--- src/hw/rtl/assert_macros.svh ---
// Assertion macros shared by the RTL files that check their own logic.
`ifndef ASSERT_MACROS_SVH
`define ASSERT_MACROS_SVH

// Checked only while the block is out of reset.
`define ETHJH_ASSERT_RUN(label, prop, msg) \
  label: assert property (@(posedge clk) disable iff (!rst_n) (prop)) else $error(msg);

// Checked at every edge, reset included.
`define ETHJH_ASSERT_ALWAYS(label, prop, msg) \
  label: assert property (@(posedge clk) (prop)) else $error(msg);

`endif

--- src/hw/rtl/ethjh_pkg.sv ---
`timescale 1ns / 1ps

package ethjh_pkg;

  localparam int SYMBOLS        = 16;
  localparam int MAX_THRESHOLDS = 20;
  localparam int MAX_PERIOD     = 8;
  localparam int RECV_CODES     = SYMBOLS + 1;
  localparam int STORE_DEPTH    = MAX_THRESHOLDS * MAX_PERIOD * SYMBOLS * RECV_CODES;

  localparam int SYM_W      = 4;
  localparam int PROB_W     = 16;
  localparam int THR_W      = 5;
  localparam int POS_W      = 3;
  localparam int RECV_W     = 5;
  localparam int PER_W      = 4;
  localparam int COUNT_W    = 32;
  localparam int CELL_W     = THR_W + POS_W + SYM_W;
  localparam int ADDR_W     = $clog2(STORE_DEPTH);
  localparam int ACC_W      = PROB_W + $clog2(MAX_THRESHOLDS + 1);
  localparam int CFG_IDX_W  = 2;
  localparam int CFG_DATA_W = 16;
  localparam int QUEUE_DEPTH = 4;

  localparam logic [THR_W-1:0]   THR_COUNT_RST = THR_W'(20);
  localparam logic [PROB_W-1:0]  THR_STEP_RST  = PROB_W'(3277);
  localparam logic [PER_W-1:0]   PERIOD_RST    = PER_W'(1);
  localparam logic [PROB_W-1:0]  PROB_ONE      = '1;
  localparam logic [COUNT_W-1:0] COUNT_MAX     = '1;

  typedef enum logic [CFG_IDX_W-1:0] {
    CFG_THRESHOLD_COUNT = 2'd0,
    CFG_THRESHOLD_STEP  = 2'd1,
    CFG_POSITION_PERIOD = 2'd2
  } cfg_reg_t;

  typedef enum logic {
    KIND_ELEMENT = 1'b0,
    KIND_READ    = 1'b1
  } item_kind_t;

  typedef enum logic [1:0] {
    BK_CLEAR,
    BK_IDLE,
    BK_SEG
  } back_state_t;

  typedef struct packed {
    logic                is_read;
    logic [ADDR_W-1:0]   addr;
    logic                oob;
    logic [PROB_W-1:0]   max;
    logic [SYM_W-1:0]    argmax;
    logic [SYM_W-1:0]    sent;
    logic [POS_W-1:0]    pos;
    logic [THR_W-1:0]    count;
    logic [PROB_W-1:0]   step;
  } ethjh_job_t;

  typedef struct packed {
    logic empty;
    logic full;
  } ethjh_q_stat_t;

  // Linear counter index ((t * MAX_PERIOD + p) * SYMBOLS + s) * RECV_CODES + r.
  function automatic logic [ADDR_W-1:0] cell_addr(input logic [THR_W-1:0]  t,
                                                  input logic [POS_W-1:0]  p,
                                                  input logic [SYM_W-1:0]  s,
                                                  input logic [RECV_W-1:0] r);
    logic [CELL_W-1:0]   x;
    logic [ADDR_W+1:0]   sum;
    x   = {t, p, s};
    sum = {2'b00, x, 4'b0000} + (ADDR_W + 2)'(x) + (ADDR_W + 2)'(r);
    return sum[ADDR_W-1:0];
  endfunction

endpackage

--- src/hw/rtl/ethjh_fifo.sv ---
`timescale 1ns / 1ps
`include "assert_macros.svh"

module ethjh_fifo #(
  parameter int DEPTH = 4
) (
  input  logic                     clk,
  input  logic                     rst_n,
  input  logic                     push,
  input  ethjh_pkg::ethjh_job_t    push_job,
  input  logic                     pop,
  output ethjh_pkg::ethjh_job_t    head_job,
  output ethjh_pkg::ethjh_q_stat_t stat
);

  import ethjh_pkg::*;

  localparam int PTR_W = (DEPTH > 1) ? $clog2(DEPTH) : 1;
  localparam int CNT_W = $clog2(DEPTH + 1);

  ethjh_job_t       mem_r [DEPTH];
  logic [PTR_W-1:0] wr_ptr_r, wr_ptr_nxt;
  logic [PTR_W-1:0] rd_ptr_r, rd_ptr_nxt;
  logic [CNT_W-1:0] cnt_r, cnt_nxt;
  logic             do_push;
  logic             do_pop;

  assign stat.empty = (cnt_r == '0);
  assign stat.full  = (cnt_r == CNT_W'(DEPTH));
  assign do_push    = push && !stat.full;
  assign do_pop     = pop && !stat.empty;
  assign head_job   = mem_r[rd_ptr_r];

  always_comb begin
    wr_ptr_nxt = wr_ptr_r;
    rd_ptr_nxt = rd_ptr_r;
    cnt_nxt    = cnt_r;
    if (do_push) begin
      wr_ptr_nxt = (wr_ptr_r == PTR_W'(DEPTH - 1)) ? '0 : wr_ptr_r + PTR_W'(1);
    end
    if (do_pop) begin
      rd_ptr_nxt = (rd_ptr_r == PTR_W'(DEPTH - 1)) ? '0 : rd_ptr_r + PTR_W'(1);
    end
    if (do_push && !do_pop) begin
      cnt_nxt = cnt_r + CNT_W'(1);
    end else if (do_pop && !do_push) begin
      cnt_nxt = cnt_r - CNT_W'(1);
    end
  end

  always_ff @(posedge clk) begin
    if (!rst_n) begin
      wr_ptr_r <= '0;
      rd_ptr_r <= '0;
      cnt_r    <= '0;
    end else begin
      wr_ptr_r <= wr_ptr_nxt;
      rd_ptr_r <= rd_ptr_nxt;
      cnt_r    <= cnt_nxt;
    end
  end

  always_ff @(posedge clk) begin
    if (do_push) begin
      mem_r[wr_ptr_r] <= push_job;
    end
  end

  `ETHJH_ASSERT_RUN(a_no_push_when_full, !(push && stat.full), "Queue written while full.")
  `ETHJH_ASSERT_RUN(a_no_pop_when_empty, !(pop && stat.empty), "Queue read while empty.")

endmodule

--- config.mk ---
export PLATFORM = sky130hd
export DESIGN_NAME = ethjh_fifo
export DESIGN_NICKNAME = d
export VERILOG_FILES = /design/src/hw/rtl/ethjh_pkg.sv /design/src/hw/rtl/ethjh_fifo.sv
export VERILOG_INCLUDE_DIRS = /design/src /design/src/hw/rtl
export SDC_FILE = /design/constraint.sdc
export NUM_CORES = 1
export LEC_CHECK = 0
export BUFFER_PORTS_ARGS = -buffer_cell sky130_fd_sc_hd__buf_2
export CORE_ASPECT_RATIO = 0.5
export CORE_MARGIN = 5
export CORE_UTILIZATION = 51
export DETAILED_ROUTE_END_ITERATION = 10
export PLACE_DENSITY = 0.83
export SLEW_MARGIN = 10
export SYNTH_ARGS = -nofsm -noshare
export SYNTH_HDL_FRONTEND = slang
export SYNTH_SLANG_ARGS = --single-unit
--- constraint.sdc ---
create_clock -name clk -period 2.6 [get_ports clk]
set_clock_uncertainty 0.1 [all_clocks]
set_input_delay 0.13 -clock clk [delete_from_list [all_inputs] [get_ports clk]]
set_output_delay 0.13 -clock clk [all_outputs]
set_load 0.03 [all_outputs]
# == After elaboration in Yosys (flattened, before gate mapping) ==
# Memory sizes are Yosys's and may differ from the RTL's. A register that Yosys moved wholly into a read port is not among the register bits.
# Index checks and enable logic that the tools add are counted.
# totals
elab_cells,29
output_inout_bits,68
mem_count,1
ff_bits,7
in_bits,70
ram_bits,264
# classes
reduce_logical,10
n_eq_ne,3
add_sub_neg,4
n_mux,8
# mem_list
name,depth,width,read_ports,rd_ports_with_merged_regs,wr,line_no,source
mem_r,4,66,1,1,1,ethjh_fifo.sv:21,ethjh_job_t mem_r [DEPTH];
# op_table
operator,count
$mux W2,4
$mux W3,2
$add A2 B1 Y2 const B,2
$eq A2 B2 Y1 const B,2
$logic_and A1 B1 Y1,4
$logic_not A1 Y1,4
$add A3 B1 Y3 const B,1
$eq A3 B3 Y1 const B,1
$logic_not A3 Y1,1
$sub A3 B1 Y3 const B,1
$mux W1,2
$reduce_bool A2 Y1,1

# == Logic depth before layout (Yosys ltp) ==
# depth
ltp_word,7
mapped_depth,9
mapped_depth_nobuf,8

# == Worst setup path before layout ==
# No wires, ideal clock.
# synth_path
kind,reg2reg
start,register cnt_r[0]
end,memory mem_r[0][0] (netlist name) (enable)
path_stages_with_launch,5
period_less_slack_ps,2996
required_time_ps,2069
t_arrival_ps,2465
slack_ps,-396
path_buffers,1
setup_ps,431
path_cell_list,dfxtp_1 -> nor3b_1 -> nor2b_1 -> buf_2 -> and2_1
# synth_lines
element,line_no,source
"start, declared",ethjh_fifo.sv:24,"logic [CNT_W-1:0] cnt_r, cnt_nxt;"
"start signal, assigned",ethjh_fifo.sv:59,cnt_r <= cnt_nxt;
"end, declared",ethjh_fifo.sv:21,

==> flow_summary.toml <==
[synthesis]
synth_fp_nets = 472
synth_top_area_share_pct = 79.3
synth_warnings = 0
netlist-cell-type-count = 24
synth_area_mm2 = 0.00999
synthFlopType = "edfxtp_1"
synthArstFlopShare_pct = 0
yosys.area_share.simple_pct = 1.03
synth_xor_area_share_pct = 0.175
yosysSeqAreaShare_pct = 81.1
synth_edf_count = 264
synthMuxAreaShare_pct = 15.2
avgSynthCellArea_um2 = 25.3
yosys-top-cells-area = "edfxtp_1 79%, mux4_2 15%, dfxtp_1 1.8%"
netlist_instances = 395
synth_top_area_cell = "edfxtp_1"
synthAdderAreaFrac_pct = 0.952
synth_top_family_by_area = "multiplexers"
synth_compound_area_share_pct = 0.300
synth-seq-cells = 273

[pwr]
p_seq_share_pct = 45.6
power.share.clock_pct = 27.0
finalPower_uw = 12300
switching_share_pct = 30.2
ir_drop_mv = 0.485
p_per_area_mw_per_mm2 = 979
power_switching_uw = 3710
p_leak_uw = 0.00428
internal_power_uw = 8590
p_comb_share_pct = 27.3

[placement]
gp_routability_congestion = 0.716
place_hpwl_um = 11200
placed_area_mm2 = 0.0111
numPortBuffers = 137

[cells_and_area]
design_area_mm2 = 0.0126
final_cell_mix = "264 x edfxtp_1, 137 x buf_2, 68 x dlygate4sd3_1"
final_common_cell = "edfxtp_1"
layout.nets = 704
drive_gt1_share_pct = 39.8
final-seq-area_mm2 = 0.00812
multi_input_area_mm2 = 0.00177
nFillCells = 1288
synthToLayoutAreaGrowth_pct = 25.7
fin_util_pct = 64.8

[critical_path]
required_ns = 2.37
cpPeakStageDelay_ns = 0.63
cp_max_fo = 18
crit_family = "flip-flops"
path_class = "reg2out"
cp_cell_sequence = "buf_12 -> mux4_2 -> buf_2"
start_kind = "flop"
cp-end-kind = "output pin"
slowest_stage = "dfxtp_4"
critical_path_arrival_ns = 2.16
cp_num_buf_inv = 2

[routing]
firstDrtPassIters = 4
drt_iter0_markers = 276
viasPerCell = 5.25
num_vias = 4784
drt-total-wl_um = 19200
wl_per_cell_um = 21.0
ant_nets = 0
drc = 0

[global_route]
overflow = 0
use_met1_pct = 22.9
met3_usage_pct = 3.13
grt_pass1_wl_um = 29800
use_met2_pct = 30.6
busiest_layer = "met2"
track_usage_pct = 17.2
grt_antenna_before_repair = 1
grt_pass1_vias = 5232
grt_max_degree = 57

[worst_hold_path]
min_path_type = "in2reg"

[die]
start_util_pct = 51.6
die_w_um = 208
rows = 36
die-height_um = 109
design.die.area_mm2 = 0.0227
core_mm2 = 0.0194
ios = 138

[clocking]
numCtsBuffers = 24
cts.sinks = 273
cts_tree = "yes"
cts-root-buf = "clkbuf_16"
path_clk_slew_ns = 0.07
cts_max_level = 1
post-cts-setup-buffers = 0
clockBufferDepth = 3
insertion_delay_ns = 0.50

[sta]
post-route-period-util_pct = 91.9
worst_slew_pin_slew_ns = 0.548
fin_crit_ns = 2.39
setup_viol = 0
setup_tns_ns = 0
rsz0062_at_grt = "false"
slew-limit-headroom_pct = 63.5
finalHoldViolCount = 0
slew_violations = 0
hold_slack_ns = 0.0819
fmax_mhz = 419

[run]
maxCapViolCount = 0

[outcome]
outcome = "finished clean"
[final timing paths]
path                from            to  slack, ns  depth (start not counted)
min reg2reg  wr_ptr_r[1]   wr_ptr_r[1]       0.41                          2
max reg2reg     cnt_r[1]      cnt_r[2]       0.39                          7
min                 push   wr_ptr_r[0]       0.08                          4
max                 flop  head_job[47]       0.21                          3
[power by group through the flow]
| stage | Sequential, uW | Combinational, uW | Clock [uW] |
|---|---|---|---|
| after floorplan | 5540 | 2460 | 0 |
| after global placement | 5670 | 3280 | 0 |
| after detailed placement | 5710 | 3310 | 0 |
| after CTS | 5620 | 3410 | 3370 |
| after global routing | 5660 | 3560 | 3600 |
| final | 5610 | 3360 | 3330 |
[through the flow]
stage	std cells	worst slack [ns]
2_1_floorplan	395	0.0643
3_3_place_gp	799	0.502
3_5_place_dp	799	0.345
4_1_cts	910	0.154
5_1_grt	911	0.0913
6_report	911	0.212
[cell families (layout without fill, tap and decap cells)]
group | Yosys count | count (layout)
and+or+nand+nor | 20 | 20
buffers and inverters | 19 | 268
DFF | 273 | 273
other | 0 | 1
adders and majority gates | 7 | 7
AOI/OAI and AO/OA | 5 | 5
xor gates and xnor gates | 2 | 2
muxes | 69 | 69
[timing repair]
action | 4_1_cts | 5_1_grt
hold endpoints to repair | 273 | 0
hold buffers | 68 | 0
gates resized for setup | 0 | 0
[flip-flops by register name, indices dropped and copies added (netlist names), named ones only]
signal	cells
cnt_r	3
mem_r	264
rd_ptr_r	2
wr_ptr_r	2
[routing by layer]
layer / routed length [um] / share of wire [%]
met1: 7700 / 40
met2: 10300 / 54
met3: 900 / 4.7
met4: 309 / 1.6
met5: 0 / 0
[tightest hold or removal path, delay by kind of cell]
family        cells  cell delay [ns]
buf+inv           2             0.26
simple gates      1             0.17
mux               1             0.07
[area by class of cell]
cell class	instances	area share [%]
Antenna cell	1	0.0199
Clock buffer	32	5.19
Clock inverter	11	0.628
Inverter	3	0.0897
Multi-Input combinational cell	103	14.1
Sequential cell	273	64.6
Tap cell	266	2.65
Timing Repair Buffer	222	12.7
[synth_stat cells (all sizes together), types with 2 or more instances]
cell and n:
and2 5, buf 13, clkbuf 3, dfxtp 9, edfxtp 264, ha 6, inv 3, mux2i 3
mux4 66, nand2 6, nand3 2, nor2 2, nor2b 2, o21ai 3
No activity file was read; power rests on OpenSTA's default activity.
