<file path="config.mk">
export PLATFORM = sky130hd
export DESIGN_NAME = ethjh_front
export DESIGN_NICKNAME = d
export VERILOG_FILES = /design/src/hw/rtl/assert_macros.svh /design/src/hw/rtl/ethjh_pkg.sv /design/src/hw/rtl/ethjh_front.sv
export SDC_FILE = /design/constraint.sdc
export NUM_CORES = 1
export LEC_CHECK = 0
export BUFFER_PORTS_ARGS = -buffer_cell sky130_fd_sc_hd__buf_2
export CAP_MARGIN = 10
export CORE_MARGIN = 8
export CORE_UTILIZATION = 25
export CTS_CLUSTER_DIAMETER = 100
export DETAILED_ROUTE_END_ITERATION = 12
export GPL_ROUTABILITY_DRIVEN = 0
export PLACE_DENSITY = 0.42
export SLEW_MARGIN = 15
export SYNTH_ARGS = -nofsm -noshare
export SYNTH_HDL_FRONTEND = slang
export SYNTH_SLANG_ARGS = --single-unit
</file>
<file path="constraint.sdc">
create_clock -name clk -period 8.5 [get_ports clk]
set_input_delay 1.275 -clock clk [delete_from_list [all_inputs] [get_ports clk]]
set_output_delay 1.275 -clock clk [all_outputs]
set_load 0.01 [all_outputs]
</file>
<file path="src/hw/rtl/assert_macros.svh">
// Assertion macros shared by the RTL files that check their own logic.
`ifndef ASSERT_MACROS_SVH
`define ASSERT_MACROS_SVH

// Checked only while the block is out of reset.
`define ETHJH_ASSERT_RUN(label, prop, msg) \
  label: assert property (@(posedge clk) disable iff (!rst_n) (prop)) else $error(msg);

// Checked at every edge, reset included.
`define ETHJH_ASSERT_ALWAYS(label, prop, msg) \
  label: assert property (@(posedge clk) (prop)) else $error(msg);

`endif

</file>
<file path="src/hw/rtl/ethjh_pkg.sv">
`timescale 1ns / 1ps

package ethjh_pkg;

  localparam int SYMBOLS        = 16;
  localparam int MAX_THRESHOLDS = 20;
  localparam int MAX_PERIOD     = 8;
  localparam int RECV_CODES     = SYMBOLS + 1;
  localparam int STORE_DEPTH    = MAX_THRESHOLDS * MAX_PERIOD * SYMBOLS * RECV_CODES;

  localparam int SYM_W      = 4;
  localparam int PROB_W     = 16;
  localparam int THR_W      = 5;
  localparam int POS_W      = 3;
  localparam int RECV_W     = 5;
  localparam int PER_W      = 4;
  localparam int COUNT_W    = 32;
  localparam int CELL_W     = THR_W + POS_W + SYM_W;
  localparam int ADDR_W     = $clog2(STORE_DEPTH);
  localparam int ACC_W      = PROB_W + $clog2(MAX_THRESHOLDS + 1);
  localparam int CFG_IDX_W  = 2;
  localparam int CFG_DATA_W = 16;
  localparam int QUEUE_DEPTH = 4;

  localparam logic [THR_W-1:0]   THR_COUNT_RST = THR_W'(20);
  localparam logic [PROB_W-1:0]  THR_STEP_RST  = PROB_W'(3277);
  localparam logic [PER_W-1:0]   PERIOD_RST    = PER_W'(1);
  localparam logic [PROB_W-1:0]  PROB_ONE      = '1;
  localparam logic [COUNT_W-1:0] COUNT_MAX     = '1;

  typedef enum logic [CFG_IDX_W-1:0] {
    CFG_THRESHOLD_COUNT = 2'd0,
    CFG_THRESHOLD_STEP  = 2'd1,
    CFG_POSITION_PERIOD = 2'd2
  } cfg_reg_t;

  typedef enum logic {
    KIND_ELEMENT = 1'b0,
    KIND_READ    = 1'b1
  } item_kind_t;

  typedef enum logic [1:0] {
    BK_CLEAR,
    BK_IDLE,
    BK_SEG
  } back_state_t;

  typedef struct packed {
    logic                is_read;
    logic [ADDR_W-1:0]   addr;
    logic                oob;
    logic [PROB_W-1:0]   max;
    logic [SYM_W-1:0]    argmax;
    logic [SYM_W-1:0]    sent;
    logic [POS_W-1:0]    pos;
    logic [THR_W-1:0]    count;
    logic [PROB_W-1:0]   step;
  } ethjh_job_t;

  typedef struct packed {
    logic empty;
    logic full;
  } ethjh_q_stat_t;

  // Linear counter index ((t * MAX_PERIOD + p) * SYMBOLS + s) * RECV_CODES + r.
  function automatic logic [ADDR_W-1:0] cell_addr(input logic [THR_W-1:0]  t,
                                                  input logic [POS_W-1:0]  p,
                                                  input logic [SYM_W-1:0]  s,
                                                  input logic [RECV_W-1:0] r);
    logic [CELL_W-1:0]   x;
    logic [ADDR_W+1:0]   sum;
    x   = {t, p, s};
    sum = {2'b00, x, 4'b0000} + (ADDR_W + 2)'(x) + (ADDR_W + 2)'(r);
    return sum[ADDR_W-1:0];
  endfunction

endpackage

</file>
<file path="src/hw/rtl/ethjh_front.sv">
`timescale 1ns / 1ps

module ethjh_front (
  input  logic                           clk,
  input  logic                           rst_n,
  input  logic                           start,
  output logic                           busy,
  input  logic                           in_kind,
  input  logic [ethjh_pkg::SYM_W-1:0]    in_true_symbol,
  input  logic [ethjh_pkg::PROB_W-1:0]   in_prob,
  input  logic [ethjh_pkg::SYM_W-1:0]    in_elem_index,
  input  logic                           in_first_segment,
  input  logic [ethjh_pkg::THR_W-1:0]    in_rd_threshold,
  input  logic [ethjh_pkg::POS_W-1:0]    in_rd_position,
  input  logic [ethjh_pkg::SYM_W-1:0]    in_rd_sent,
  input  logic [ethjh_pkg::RECV_W-1:0]   in_rd_received,
  input  logic                           cfg_we,
  input  logic [ethjh_pkg::CFG_IDX_W-1:0]  cfg_index,
  input  logic [ethjh_pkg::CFG_DATA_W-1:0] cfg_wdata,
  input  ethjh_pkg::ethjh_q_stat_t       q_stat,
  input  logic                           clearing,
  output logic                           push,
  output ethjh_pkg::ethjh_job_t          push_job
);

  import ethjh_pkg::*;

  localparam logic [SYM_W:0] SYM_LIMIT = (SYM_W + 1)'(SYMBOLS);

  logic [THR_W-1:0]  cfg_count_r;
  logic [PROB_W-1:0] cfg_step_r;
  logic [PER_W-1:0]  cfg_period_r;

  logic [PROB_W-1:0] running_max_r, running_max_nxt;
  logic [SYM_W-1:0]  running_argmax_r, running_argmax_nxt;
  logic [POS_W-1:0]  seg_pos_r, seg_pos_nxt;

  logic              accept;
  logic              is_read;
  logic              idx_ok;
  logic              seg_end;
  logic              sent_ok;
  logic              elem_take;
  logic              max_upd;
  logic [PROB_W-1:0] new_max;
  logic [SYM_W-1:0]  new_arg;
  logic [PER_W-1:0]  per_eff;
  logic [THR_W-1:0]  count_eff;
  logic [POS_W-1:0]  pos_sel;
  logic [POS_W-1:0]  pos_use;
  logic [PER_W-1:0]  pos_inc;
  logic [POS_W-1:0]  pos_next;
  logic              rd_oob;

  assign busy    = clearing || q_stat.full;
  assign accept  = start && !busy;
  assign is_read = (in_kind == KIND_READ);
  assign idx_ok  = ((SYM_W + 1)'(in_elem_index) < SYM_LIMIT);
  assign seg_end = (in_elem_index == SYM_W'(SYMBOLS - 1));
  assign sent_ok = ((SYM_W + 1)'(in_true_symbol) < SYM_LIMIT);
  assign elem_take = accept && !is_read && idx_ok;

  assign max_upd = (in_elem_index == '0) || (in_prob > running_max_r);
  assign new_max = max_upd ? in_prob : running_max_r;
  assign new_arg = max_upd ? in_elem_index : running_argmax_r;

  always_comb begin
    if (cfg_period_r == '0) begin
      per_eff = PER_W'(1);
    end else if (cfg_period_r > PER_W'(MAX_PERIOD)) begin
      per_eff = PER_W'(MAX_PERIOD);
    end else begin
      per_eff = cfg_period_r;
    end
    if (cfg_count_r == '0) begin
      count_eff = THR_W'(1);
    end else if (cfg_count_r > THR_W'(MAX_THRESHOLDS)) begin
      count_eff = THR_W'(MAX_THRESHOLDS);
    end else begin
      count_eff = cfg_count_r;
    end
  end

  assign pos_sel  = in_first_segment ? '0 : seg_pos_r;
  assign pos_use  = (PER_W'(pos_sel) >= per_eff) ? '0 : pos_sel;
  assign pos_inc  = PER_W'(pos_use) + PER_W'(1);
  assign pos_next = (pos_inc >= per_eff) ? '0 : pos_inc[POS_W-1:0];

  assign rd_oob = (in_rd_threshold >= THR_W'(MAX_THRESHOLDS)) ||
                  (PER_W'(in_rd_position) >= PER_W'(MAX_PERIOD)) ||
                  ((SYM_W + 1)'(in_rd_sent) >= SYM_LIMIT) ||
                  (in_rd_received > RECV_W'(SYMBOLS));

  assign push = accept && (is_read || (idx_ok && seg_end && sent_ok));

  always_comb begin
    push_job         = '0;
    push_job.is_read = is_read;
    push_job.oob     = rd_oob;
    push_job.addr    = rd_oob ? '0 : cell_addr(in_rd_threshold, in_rd_position,
                                               in_rd_sent, in_rd_received);
    push_job.max     = new_max;
    push_job.argmax  = new_arg;
    push_job.sent    = in_true_symbol;
    push_job.pos     = pos_use;
    push_job.count   = count_eff;
    push_job.step    = cfg_step_r;
  end

  always_comb begin
    running_max_nxt    = running_max_r;
    running_argmax_nxt = running_argmax_r;
    seg_pos_nxt        = seg_pos_r;
    if (elem_take) begin
      running_max_nxt    = new_max;
      running_argmax_nxt = new_arg;
      if (seg_end) begin
        seg_pos_nxt = pos_next;
      end
    end
  end

  always_ff @(posedge clk) begin
    if (!rst_n) begin
      running_max_r    <= '0;
      running_argmax_r <= '0;
      seg_pos_r        <= '0;
    end else begin
      running_max_r    <= running_max_nxt;
      running_argmax_r <= running_argmax_nxt;
      seg_pos_r        <= seg_pos_nxt;
    end
  end

  always_ff @(posedge clk) begin
    if (!rst_n) begin
      cfg_count_r  <= THR_COUNT_RST;
      cfg_step_r   <= THR_STEP_RST;
      cfg_period_r <= PERIOD_RST;
    end else if (cfg_we) begin
      case (cfg_index)
        CFG_THRESHOLD_COUNT: begin
          cfg_count_r <= cfg_wdata[THR_W-1:0];
        end
        CFG_THRESHOLD_STEP: begin
          cfg_step_r <= cfg_wdata[PROB_W-1:0];
        end
        CFG_POSITION_PERIOD: begin
          cfg_period_r <= cfg_wdata[PER_W-1:0];
        end
        default: begin
        end
      endcase
    end
  end

endmodule

</file>
Word level (Yosys, flattened, before mapping)
Cells that the tools add are included.
W data, S select, Z words.
{ "totals": {"output_inout_bits": 68, "input_bits": 68, "ff_bits": 48, "word_cells": 46} }
{ "op_classes": {"magnitude_cmp": 7, "muxes": 10, "reduce_logical": 17, "eq_ne": 3, "add_sub_neg": 3} }
{ "op_table": {"columns": ["cell", "n"], "rows": [
  ["$mux W16", 2],
  ["$add A16 B12 Y16", 1],
  ["$add A16 B5 Y16", 1],
  ["$gt A16 B16 Y1", 1],
  ["$mux W4", 3],
  ["$gt A5 B5 Y1 const B", 2],
  ["$mux W5", 2],
  ["$mux W3", 3],
  ["$logic_not A4 Y1", 2],
  ["$reduce_and A2 Y1", 4],
  ["$ge A5 B5 Y1 const B", 1],
  ["$logic_not A5 Y1", 1],
  ["$add A3 B1 Y4 const B", 1],
  ["$eq A4 B4 Y1 const B", 1],
  ["$ge A3 B4 Y1", 1],
  ["$ge A4 B4 Y1", 1],
  ["$gt A4 B4 Y1 const B", 1],
  ["$logic_or A1 B1 Y1", 4],
  ["$logic_and A1 B1 Y1", 3],
  ["$eq A2 B1 Y1 const B", 1],
  ["$eq A2 B2 Y1 const B", 1],
  ["$logic_not A1 Y1", 2],
  ["$logic_not A2 Y1", 1]
]} }

Longest topological paths before layout
{ "logic_depth": {"ltp_word": 8, "ltp_mapped": 16, "ltp_nobuf": 16} }

Worst setup path after synthesis
No wires, ideal clock.
{ "synth_timing": {"kind": "input-to-output", "start": "in in_rd_sent[1] (netlist bit)", "end": "out push_job[62] (netlist bit)", "cell_stages": 10, "t_arrival_ns": 3.248, "n_path_buf": 0, "setup_slack_ns": 3.977, "required_time_ns": 7.225, "path_cell_list": "ha_1 ha_1 inv_1 fa_1 nor2b_1 o21ai_0 a21oi_1 o31a_1 o41ai_1 mux2i_1"} }
{ "synth_rtl": {"columns": ["item", "line_no", "source"], "rows": [
  ["start, declared", "ethjh_front.sv:15", "input logic [ethjh_pkg::SYM_W-1:0] in_rd_sent,"],
  ["end, declared", "ethjh_front.sv:23", "output ethjh_pkg::ethjh_job_t push_job"]
]} }

==> metrics.csv <==
metric;value;unit
pwr_density_cell;130.8;mW/mm2
setup_ws;3.398;ns
clock.fmax;196.0;MHz
grt_antenna_before_repair;0;
grt_pass1_vias;3421;
count_of_cells_along_the_worst_hold_path;2;
timing.critical_path.from_type;input port;
post_synth.cell_area_avg;7.974;um2
final_core_utilization;31.65;%
cp.required;7.22;ns
overflow;0;
timing.final.crit_period;5.102;ns
synth_cell_type_count;52;
ys_dominant_reg_cell;sky130_fd_sc_hd__dfxtp_1;
drt_pre_antenna_iters;4;
drv_cap;0;
synthCells;466;
cts_tree;done;
grt_first_pass_wirelength;17150;um
clock_sink_count;48;
run_status;finished, final reports clean;
detail-route-antenna-nets;0;
proportion_of_netlist_area_held_by_the_largest_area_contributor;25.86;%
report.final.hold_viol_count;0;
cp_slowest_stage_delay;0.51;ns
cp_slowest_cell;sky130_fd_sc_hd__o41ai_1;
rsz0062_at_grt;no;
synth_sequential_area_ratio;25.86;%
syn_nets;583;
insertion_delay;0.29;ns
cts_setup_buffers;0;
synthAdderAreaFrac;16.90;%
site_row_count;44;
synth_xor_area_share;1.178;%
synth.cell_area;0.003716;mm2
critical_path_arrival;3.83;ns
clk_transition_reported_paths;0.07;ns
seqCellArea;960.9;um2
reg2reg_to;seg_pos_r[0];
drt-initial-drc-count;126;
yosys.area_share.simple;27.17;%
r2r_start;cfg_period_r[1];
top_level_ports;136;
net_count_of_the_finished_layout;694;
worst_clock_skew;0.006067;ns
die_area;0.01902;mm2
place.port_buffers;126;
tritoncts.num_buffers;5;
fin_worst_hold_slack;0.4490;ns
setup.worst_path.class;in -> out;
totalWireLength;10710;um
power.leakage;2.102;nW
async_flop_share;0;%
power.ir.vdd_worst;0.09160;mV
min_delay_worst_endpoint;running_argmax_r[3];
timing.hold.worst.start;running_argmax_r[3];
flow.area_growth_from_synthesis;23.80;%
detail_route.wl_per_cell;14.05;um
chipWidth;137.9;um
fillerInstances;1615;
critical_path.endpoint_type;output pin;
holdBufCountCts;0;
worstMarginPinSlew;1.071;ns
slew_viol_final;0;
ys.warnings.count;0;
place_hpwl;8668;um
crit_chain;buf_2 -> ha_1 -> ha_1 -> inv_1 -> fa_1 -> nor2b_1 -> o21ai_0 -> a21oi_1 -> o31a_1 -> o41ai_1 -> mux2i_1 -> buf_2;
timing.max_slew.rel_slack;28.36;%
total_area_of_multi_input_combinational_cells;0.002500;mm2
cts.repair.resized;0;
dominant_combinational_cell_family_by_area_after_synthesis;simple AND/OR/NAND/NOR gates;
finalSetupViolCount;0;
drt-vias-per-instance;4.588;
detail_route.drc_violations;0;
post_route_cells_drive_above_1_share;29.58;%
final_critical_path_share_of_the_clock_period;60.02;%
clockRootBuffer;sky130_fd_sc_hd__clkbuf_16;
min_path_type;reg -> reg;
post_synthesis_mux_area_share;4.175;%
synth.ff_latch_count;48;
crit_path_start;in_rd_sent[1];
post-synth-top-area-cell;sky130_fd_sc_hd__dfxtp_1;
critical_path_peak_fanout;3;
h_tree_level_count;2;
total_core_area;0.01453;mm2
dp_worst_setup_slack;3.406;ns
chipHeight;137.9;um
initial_core_util;25.57;%
post_synthesis_compound_gate_area_fraction;17.54;%
setup_tns;0;ns
timing.reg2reg.setup_slack;5.09;ns
synth_edf_count;0;
num_vias;3496;
clock_path_buffers;2;
worst-r2r-cell-count;16;
synth_top_cells_by_area;sky130_fd_sc_hd__dfxtp_1 (26%), sky130_fd_sc_hd__ha_1 (16%), sky130_fd_sc_hd__nand2_1 (8.5%), sky130_fd_sc_hd__o21ai_0 (4.0%), sky130_fd_sc_hd__inv_1 (3.0%);
overall_track_demand_over_capacity_in_global_routing;11.13;%
antennaDiodeCount;0;
grt_start_max_net_pins;69;
-- area by class of cell --
class	count	share of cell area (%)
clock buffer	5	2.720
sequential	48	20.89
tap	184	5.004
clock inverter	3	0.4079
timing repair buffer	129	14.20
multi-input combinational	363	54.34
inverter	30	2.448
-- placed cells by master (no fill, tap or decap), drive strengths merged, types with 5 or more instances in the layout --
cell type,synthesis,routed
a21o,6,6
and3,8,8
a21oi,15,15
mux2i,11,11
ha,47,47
nand4,5,5
nor2b,14,14
nand2,84,84
dfxtp,48,48
buf,14,129
nand3,32,32
inv,30,30
clkbuf,11,5
nor3,13,13
nand2b,7,7
nor2,16,16
a21boi,12,12
o21ai,46,46
-- sequential cells by signal, indices dropped and copies added (netlist names) --
name	flops
cfg_period_r	4
running_argmax_r	4
running_max_r	16
cfg_count_r	5
cfg_step_r	16
seg_pos_r	3
-- critical path: cells and delay by family --
family	cells	cell delay (ns)
AO/OA/AOI/OAI	4	1.20
adder cells (fa/ha/maj)	3	0.69
buffers and inverters	3	0.34
multiplexers	1	0.26
AND/OR/NAND/NOR	1	0.06
-- Yosys cell counts (all sizes together) (2+ instances only) --
cell type  count
buf           14
a21oi         15
and3           8
a21o           6
a211oi         2
clkbuf        11
inv           30
nor2          16
o41ai          4
nor4           3
nand4          5
fa             2
ha            47
mux2i         11
or2            3
nand3         32
a21boi        12
dfxtp         48
nor3b          4
nor2b         14
xor2           2
o21bai         2
o21a           4
xnor2          3
nand2         84
nand2b         7
and2           3
nor3          13
mux2           4
o21ai         46
-- layer usage --
layer	GRT usage [%]	part of all wire [%]	up-vias
met1	13.78	45	1565
met4	2.866	1.0	0
met2	18.90	47	84
met3	2.645	7.0	5
li1	-	-	1842
met5	0	0	-
-- how the worst max path moves through the flow --
stage,end,slack (ns),cells after the start
floorplan,push_job[62],3.98,10
global placement,push_job[29],3.44,9
detailed placement,push_job[62],3.41,12
CTS,push_job[62],3.39,12
global route,push_job[62],3.21,12
finish,push_job[62],3.40,12
-- kinds of logic after synthesis --
kind of cell,after synthesis
AOI/OAI and AO/OA,99
xor gates and xnor gates,5
adders and majority gates,49
buffers and inverters,55
DFF,48
muxes,15
and+or+nand+nor,195
-- where the power goes --
group | internal (W) | switching (W) | leakage (nW) | total (W)
Sequential | 0.000231 | 0.00000359 | 0.390 | 0.000235
Combinational | 0.0000716 | 0.0000977 | 1.64 | 0.000169
Clock | 0.000109 | 0.0000893 | 0.0736 | 0.000198
-- stage by stage --
stage | total power [W] | instance area (um2) | std cells
3_5_place_dp | 0.0004119 | 4457 | 754
6_report | 0.0006020 | 4601 | 762
5_1_grt | 0.0006406 | 4601 | 762
4_1_cts | 0.0006167 | 4601 | 762
3_3_place_gp | 0.0004090 | 4457 | 754
2_1_floorplan | 0.0003493 | 3716 | 466
Note: power is estimated with default switching activity, not from simulation.
